==> src/rtl/obl_pkg.sv <==
// ----------------------------------------------------------------------------
// obl_pkg
// shared codes and types for the ordered byte list
// ----------------------------------------------------------------------------
`timescale 1ns / 1ps
`default_nettype none

package obl_pkg;

  // operation codes on the kind field
  localparam logic [1:0] KIND_INSERT = 2'd0;
  localparam logic [1:0] KIND_DELETE = 2'd1;
  localparam logic [1:0] KIND_SEARCH = 2'd2;

  // result status codes
  localparam logic [1:0] STATUS_OK       = 2'd0;
  localparam logic [1:0] STATUS_EMPTY    = 2'd1;
  localparam logic [1:0] STATUS_FULL     = 2'd2;
  localparam logic [1:0] STATUS_NOTFOUND = 2'd3;

  // what every cell does in a cycle
  typedef enum logic [1:0] {
    CELL_HOLD,
    CELL_INSERT,
    CELL_DELETE,
    CELL_ROTATE
  } cell_op_e;

  typedef struct packed {
    cell_op_e   op;
    logic [7:0] value;
  } cell_ctrl_t;

endpackage

`default_nettype wire

==> src/rtl/obl_cell.sv <==
// ----------------------------------------------------------------------------
// obl_cell
// one list slot: holds a byte, shifts to or from its neighbors
// ----------------------------------------------------------------------------
`timescale 1ns / 1ps
`default_nettype none

module obl_cell
  import obl_pkg::*;
#(
  parameter int IDX_W = 6,
  parameter int INDEX = 0
) (
  input  wire logic             clk_i,
  input  wire cell_ctrl_t       ctrl_i,
  input  wire logic [IDX_W-1:0] sel_pos_i,
  input  wire logic [7:0]       prev_i,
  input  wire logic [7:0]       next_i,
  input  wire logic [7:0]       head_i,
  output logic      [7:0]       data_o
);

  localparam logic [IDX_W-1:0] MyIdx = IDX_W'(INDEX);

  logic [7:0] data_q;
  logic [7:0] data_d;

  always_comb begin
    data_d = data_q;
    unique case (ctrl_i.op)
      CELL_INSERT: begin
        // cells past the slot take from the left, the slot takes the new byte
        if (MyIdx > sel_pos_i) begin
          data_d = prev_i;
        end else if (MyIdx == sel_pos_i) begin
          data_d = ctrl_i.value;
        end
      end
      CELL_DELETE: begin
        if (MyIdx >= sel_pos_i) begin
          data_d = next_i;
        end
      end
      CELL_ROTATE: begin
        // last used cell takes the head, the ones before it shift left
        if (MyIdx == sel_pos_i) begin
          data_d = head_i;
        end else if (MyIdx < sel_pos_i) begin
          data_d = next_i;
        end
      end
      CELL_HOLD: begin
        data_d = data_q;
      end
      default: begin
        data_d = data_q;
      end
    endcase
  end

  always_ff @(posedge clk_i) begin
    data_q <= data_d;
  end

  assign data_o = data_q;

endmodule

`default_nettype wire

==> src/rtl/ordered_byte_list.sv <==
// ----------------------------------------------------------------------------
// ordered_byte_list
// bounded ordered list of bytes kept in a row of shifting cells
// ----------------------------------------------------------------------------
// usage
//   input channel (in_valid_i / in_ready_o) carries one operation per
//   transaction: insert before a position, delete at a position, or search
//   for the first position holding a byte
//   output channel (out_valid_o / out_ready_i) carries exactly one result
//   transaction per operation: status, found position and element count
// throughput and search
//   insert, delete, the spare code and search of an empty list: result
//   registered on acceptance; all cells shift in parallel, so one such
//   transaction per cycle while the output register is empty or draining
//   search: the list rotates once through the chain of cells, the head
//   cell is compared with the probe each cycle, and the rotation restores order
// reset
//   element count clears to zero, no result pending; cell contents stay
//   undefined, only cells below the count are ever read
// stall
//   the result sits in the output register while out_ready_i is low; a new
//   transaction is taken only when that register is empty or draining
// ----------------------------------------------------------------------------
`timescale 1ns / 1ps
`default_nettype none

module ordered_byte_list
  import obl_pkg::*;
#(
  parameter int CAPACITY = 64
) (
  input  wire logic       clk_i,
  input  wire logic       rst_ni,
  // operation channel
  input  wire logic       in_valid_i,
  output logic            in_ready_o,
  input  wire logic [1:0] kind_i,
  input  wire logic [5:0] position_i,
  input  wire logic [7:0] value_i,
  // result channel
  output logic            out_valid_o,
  input  wire logic       out_ready_i,
  output logic      [1:0] status_o,
  output logic      [5:0] found_position_o,
  output logic      [6:0] count_o
);

  localparam int IDX_W = $clog2(CAPACITY);
  localparam int CNT_W = $clog2(CAPACITY + 1);
  // compare width wide enough for both the position field and the count
  localparam int CMP_W = (CNT_W > 6) ? CNT_W : 6;

  typedef enum logic {
    S_IDLE,
    S_SCAN
  } state_e;

  state_e           state_q;
  logic [CNT_W-1:0] count_q;
  logic [IDX_W-1:0] scan_q;
  logic [7:0]       probe_q;
  logic             found_q;
  logic [IDX_W-1:0] fpos_q;
  logic             out_valid_q;
  logic [1:0]       status_q;
  logic [5:0]       found_pos_q;

  cell_ctrl_t       cell_ctrl;
  logic [IDX_W-1:0] sel_pos;
  logic [7:0]       cell_data [CAPACITY];

  logic             in_acc;
  logic             list_full;
  logic             list_empty;
  logic [CMP_W-1:0] pos_ext;
  logic [CMP_W-1:0] cnt_ext;
  logic [CMP_W-1:0] last_ext;
  logic [IDX_W-1:0] ins_pos;
  logic [IDX_W-1:0] del_pos;
  logic [IDX_W-1:0] last_idx;
  logic             head_match;

  assign in_ready_o = (state_q == S_IDLE) && (!out_valid_q || out_ready_i);
  assign in_acc     = in_valid_i && in_ready_o;

  assign list_full  = (count_q == CNT_W'(CAPACITY));
  assign list_empty = (count_q == '0);

  // clamp positions: insert appends at or beyond count, delete takes the last
  assign pos_ext  = CMP_W'(position_i);
  assign cnt_ext  = CMP_W'(count_q);
  assign last_ext = cnt_ext - CMP_W'(1);
  assign ins_pos  = IDX_W'((pos_ext > cnt_ext) ? cnt_ext : pos_ext);
  assign del_pos  = IDX_W'((pos_ext >= last_ext) ? last_ext : pos_ext);
  assign last_idx = IDX_W'(last_ext);

  assign head_match = (cell_data[0] == probe_q);

  // control broadcast to every cell
  always_comb begin
    cell_ctrl.op    = CELL_HOLD;
    cell_ctrl.value = value_i;
    sel_pos         = '0;
    if (state_q == S_SCAN) begin
      cell_ctrl.op = CELL_ROTATE;
      sel_pos      = last_idx;
    end else if (in_acc) begin
      unique case (kind_i)
        KIND_INSERT: begin
          if (!list_full) begin
            cell_ctrl.op = CELL_INSERT;
            sel_pos      = ins_pos;
          end
        end
        KIND_DELETE: begin
          if (!list_empty) begin
            cell_ctrl.op = CELL_DELETE;
            sel_pos      = del_pos;
          end
        end
        default: begin
          cell_ctrl.op = CELL_HOLD;
        end
      endcase
    end
  end

  // the chain of cells
  for (genvar gi = 0; gi < CAPACITY; gi++) begin : g_cell
    logic [7:0] prev_data;
    logic [7:0] next_data;

    if (gi == 0) begin : g_first
      assign prev_data = value_i;
    end else begin : g_mid_prev
      assign prev_data = cell_data[gi-1];
    end

    if (gi == CAPACITY - 1) begin : g_last
      assign next_data = cell_data[gi];
    end else begin : g_mid_next
      assign next_data = cell_data[gi+1];
    end

    obl_cell #(
      .IDX_W (IDX_W),
      .INDEX (gi)
    ) u_cell (
      .clk_i     (clk_i),
      .ctrl_i    (cell_ctrl),
      .sel_pos_i (sel_pos),
      .prev_i    (prev_data),
      .next_i    (next_data),
      .head_i    (cell_data[0]),
      .data_o    (cell_data[gi])
    );
  end

  // sequencer, element count and result register
  always_ff @(posedge clk_i or negedge rst_ni) begin
    if (!rst_ni) begin
      state_q     <= S_IDLE;
      count_q     <= '0;
      scan_q      <= '0;
      probe_q     <= '0;
      found_q     <= 1'b0;
      fpos_q      <= '0;
      out_valid_q <= 1'b0;
      status_q    <= STATUS_OK;
      found_pos_q <= '0;
    end else begin
      if (out_valid_q && out_ready_i) begin
        out_valid_q <= 1'b0;
      end
      unique case (state_q)
        S_IDLE: begin
          if (in_acc) begin
            found_pos_q <= '0;
            unique case (kind_i)
              KIND_INSERT: begin
                out_valid_q <= 1'b1;
                if (list_full) begin
                  status_q <= STATUS_FULL;
                end else begin
                  status_q <= STATUS_OK;
                  count_q  <= count_q + CNT_W'(1);
                end
              end
              KIND_DELETE: begin
                out_valid_q <= 1'b1;
                if (list_empty) begin
                  status_q <= STATUS_EMPTY;
                end else begin
                  status_q <= STATUS_OK;
                  count_q  <= count_q - CNT_W'(1);
                end
              end
              KIND_SEARCH: begin
                if (list_empty) begin
                  out_valid_q <= 1'b1;
                  status_q    <= STATUS_NOTFOUND;
                end else begin
                  state_q <= S_SCAN;
                  scan_q  <= '0;
                  probe_q <= value_i;
                  found_q <= 1'b0;
                  fpos_q  <= '0;
                end
              end
              default: begin
                // spare code: nothing changes
                out_valid_q <= 1'b1;
                status_q    <= STATUS_OK;
              end
            endcase
          end
        end
        S_SCAN: begin
          // head holds original element scan_q during this cycle
          if (!found_q && head_match) begin
            found_q <= 1'b1;
            fpos_q  <= scan_q;
          end
          if (scan_q == last_idx) begin
            state_q     <= S_IDLE;
            out_valid_q <= 1'b1;
            if (found_q) begin
              status_q    <= STATUS_OK;
              found_pos_q <= 6'(fpos_q);
            end else if (head_match) begin
              status_q    <= STATUS_OK;
              found_pos_q <= 6'(scan_q);
            end else begin
              status_q    <= STATUS_NOTFOUND;
              found_pos_q <= '0;
            end
          end else begin
            scan_q <= scan_q + IDX_W'(1);
          end
        end
        default: begin
          state_q <= S_IDLE;
        end
      endcase
    end
  end

  assign out_valid_o      = out_valid_q;
  assign status_o         = status_q;
  assign found_position_o = found_pos_q;
  assign count_o          = 7'(count_q);

endmodule

`default_nettype wire
==> config.mk <==
export PLATFORM = sky130hd
export DESIGN_NAME = ordered_byte_list
export DESIGN_NICKNAME = d
export VERILOG_FILES = /design/src/rtl/obl_pkg.sv /design/src/rtl/obl_cell.sv /design/src/rtl/ordered_byte_list.sv
export SDC_FILE = /design/constraint.sdc
export NUM_CORES = 2
export LEC_CHECK = 0
export BUFFER_PORTS_ARGS = -buffer_cell sky130_fd_sc_hd__clkbuf_2
export CORE_UTILIZATION = 59
export DETAILED_ROUTE_END_ITERATION = 8
export PLACE_DENSITY = 0.75
export REMOVE_ABC_BUFFERS = 1
export SYNTH_ARGS = -nofsm -noshare
export SYNTH_HDL_FRONTEND = slang
export SYNTH_SLANG_ARGS = --single-unit
==> constraint.sdc <==
create_clock -name clk_i -period 15.8 [get_ports clk_i]
set_input_delay 3.16 -clock clk_i [delete_from_list [all_inputs] [get_ports clk_i]]
set_output_delay 3.16 -clock clk_i [all_outputs]
set_load 0.005 [all_outputs]
==> results_dict.tcl <==
set metrics [dict create \
    fin_worst_skew_ns 0.0233 \
    yosys.area_share.simple_pct 12.2 \
    drv_cap 1 \
    layout-drive-gt1-share_pct 12.7 \
    synth_compound_area_share_pct 20.7 \
    wl_um 136000 \
    synthDistinctLibCells 107 \
    die_x_um 259 \
    synthToLayoutAreaGrowth_pct 6.47 \
    hold_class "reg2reg" \
    insertion_delay_ns 0.63 \
    numCtsBuffers 66 \
    critical_path_class "in2reg" \
    status "finished, violations left" \
    yosys.area.top_type "edfxtp_1" \
    fin_nets 3702 \
    fin_area_sq_mm 0.0416 \
    multi_input_area_sq_mm 0.0210 \
    hpwlAfterDp_um 83600 \
    grt_usage_pct 39.7 \
    cpMaxStageDelayCell "a2bb2oi_4" \
    grt_pass1_wl_um 206000 \
    finalWeightedCongestion 0.938 \
    syn_inst 3869 \
    synthAdderAreaFrac_pct 0.442 \
    max_slew_margin_pct 1.83 \
    postCtsSetupBuffers 0 \
    hold_path_startpoint "found_position_o[2]$_DFFE_PN0P_" \
    synth_area_leaders "edfxtp_1 (39%), mux2i_1 (14%), nand2_1 (5.5%), o221ai_1 (4.1%), a221o_1 (3.8%)" \
    drt_iter0_markers 5556 \
    period_share_pct 51.4 \
    ys_ff_latch 550 \
    clockBufferDepth 3 \
    tritoncts "yes" \
    timing.rr.start "count_o[0]$_DFFE_PN0P_" \
    yosysSeqAreaShare_pct 41.8 \
    hold_violations 0 \
    grt_pass1_vias 33200 \
    slowest_delay_ns 0.84 \
    htreeDepth 3 \
    cts_resized 0 \
    regArea_sq_mm 0.0163 \
    synth_flop_cell "edfxtp_1" \
    route.detailed.drc 7 \
    violations "DRC, capacitance limit" \
    p_total_w 0.0116 \
    startpoint "position_i[5]" \
    crit_path_frequent_cell "a21oi_1" \
    synth.most_common_cell "nand2_1" \
    ant_nets 0 \
    critPathMaxFanout 26 \
    clockRootBuffer "clkbuf_16" \
    clk_pin_slew_ns 0.06 \
    grt_setup_unrepaired "false" \
    period_minus_slack_ns 8.12 \
    cp-start-kind "input pin" \
    synth_top_area_share_pct 39.3 \
    globalRouteOverflowTotal 0 \
    p_leak_nw 14.8 \
    design.core.area_sq_mm 0.0656 \
    start_util_pct 59.6 \
    finalSetupViolations 0 \
    dr.pass1.iters 9 \
    antenna_found_initial 2 \
    netlist_top_cells_count "nand2_1 (576), mux2i_1 (565), edfxtp_1 (512), clkbuf_1 (321), o221ai_1 (185)" \
    die-area_sq_mm 0.0673 \
    finalMaxSlewViolations 0 \
    syn_area_sq_mm 0.0391 \
    synth_warnings 0 \
    num_rows 94 \
    num_vias 34500 \
    synth_top_family_by_area "compound AO/OA/AOI/OAI gates" \
    arrival_ns 8.37 \
    required_ns 16.05 \
    synth_edf_count 512 \
    pin_count 37 \
    worstMarginPinSlew_ns 1.47 \
    die_h_um 259 \
    vdd.ir_drop.worst_v 0.000206 \
    synthMuxAreaShare_pct 18.8 \
    end_kind "register" \
    port_buffers 36 \
    syn_area_per_cell_sq_um 10.1 \
    hold_buffers 0 \
    synth_xor_area_share_pct 1.19 \
    cts.sinks 550 \
    placed_area_sq_mm 0.0397 \
    via_per_inst 7.54 \
    wl_per_cell_um 29.7 \
    crit_chain "clkbuf_2, ha_1, and4_1, a31o_2, a21oi_1, o32ai_1, a221oi_2, a2bb2oi_4, o21ai_0, nand2_1, xnor2_1, a21oi_1" \
    p_per_area_mw_per_mm2 278 \
    fmax_mhz 123 \
    synthArstFlopShare_pct 6.91 \
    grt_max_degree 198 \
    fillers 5323 \
]
-- cell usage in the layout, fill, tap and decap left out, types with 39 or more instances in the layout --
cell       instances
xnor2_1           39
nand3_1          113
edfxtp_1         512
nand2_1          568
nor3_1           100
mux2i_1          565
a31oi_1           94
o21ai_0          109
buf_4            119
a221o_1          150
a21oi_1          125
nor2_1           121
o221ai_1         185
clkbuf_16         67
o211ai_1         156
mux2_2           118
-- registers in the layout, summed over array words and instances, names as in the netlist, 2 cells and up --
register	flops
probe_q	8
status_o	2
scan_q	6
fpos_q	6
found_position_o	6
g_cell.u_cell.data_o	512
count_o	7
-- cell type report --
class	instances	area share (%)
multi-input cells	2864	50.5
flip-flops and latches	550	39.2
clock buffers	91	4.32
repair buffers	158	2.69
well taps	864	2.60
clock inverters	20	0.319
inverters	29	0.280
diodes	4	0.0240
-- kinds of logic (layout without fill, tap and decap cells) --
| logic type | count (synthesis) | count (layout) |
|---|---|---|
| compound gates | 1041 | 1041 |
| simple gates | 1041 | 1041 |
| mux | 715 | 715 |
| flops | 550 | 550 |
| buf+inv | 455 | 298 |
| xor+xnor | 53 | 53 |
| fa+ha+maj | 14 | 14 |
| other cells | 0 | 4 |
-- stage by stage --
stage	instances	hold WS, ns	util (%)	TNS [ns]	setup slack [ns]
finish	4580	0.490	63.4	0	7.68
global route	4576	0.524	63.4	0	7.52
CTS	4575	0.500	63.4	0	7.94
detailed placement	4464	0.473	60.5	0	7.36
global placement	4464	0.467	60.5	0	7.44
floorplan	3443	0.465	-	-7479.80	-16.69
-- power by group --
part           total [W]  internal, W  switching, W
Combinational    0.00644      0.00224       0.00421
Sequential       0.00368      0.00297      0.000704
Clock            0.00144     0.000796      0.000640
Total             0.0116      0.00601       0.00555
-- critical path, delay by kind of cell --
family / cells / cell delay, ns
AOI/OAI and AO/OA: 7 / 3.68
xor gates and xnor gates: 1 / 0.15
adders and majority gates: 1 / 0.35
buffers and inverters: 1 / 0.16
and+or+nand+nor: 2 / 0.83
-- final timing paths --
kind / to / slack, ns / cells past startpoint
min reg2reg: found_position_o[2]$_DFFE_PN0P_ / 0.49 / 2
max reg2reg: g_cell[43].u_cell.data_o[5]$_DFFE_PP_ / 8.43 / 16
max in group asynchronous: state_q$_DFF_PN0_ / 12.42 / 1
min: found_position_o[2]$_DFFE_PN0P_ / 0.49 / 2
min in group asynchronous: count_o[5]$_DFFE_PN0P_ / 2.68 / 1
max: g_cell[43].u_cell.data_o[5]$_DFFE_PP_ / 7.68 / 12
-- metal layers --
metal  vias up  wire length (um)  track usage, %
li1      14700                 -               -
met1     16600             51200            53.3
met2      2659             58400            58.2
met3       550             18400            11.0
met4         0              8010            21.5
met5         -                 0               0
(Power assumes the default switching activity.)
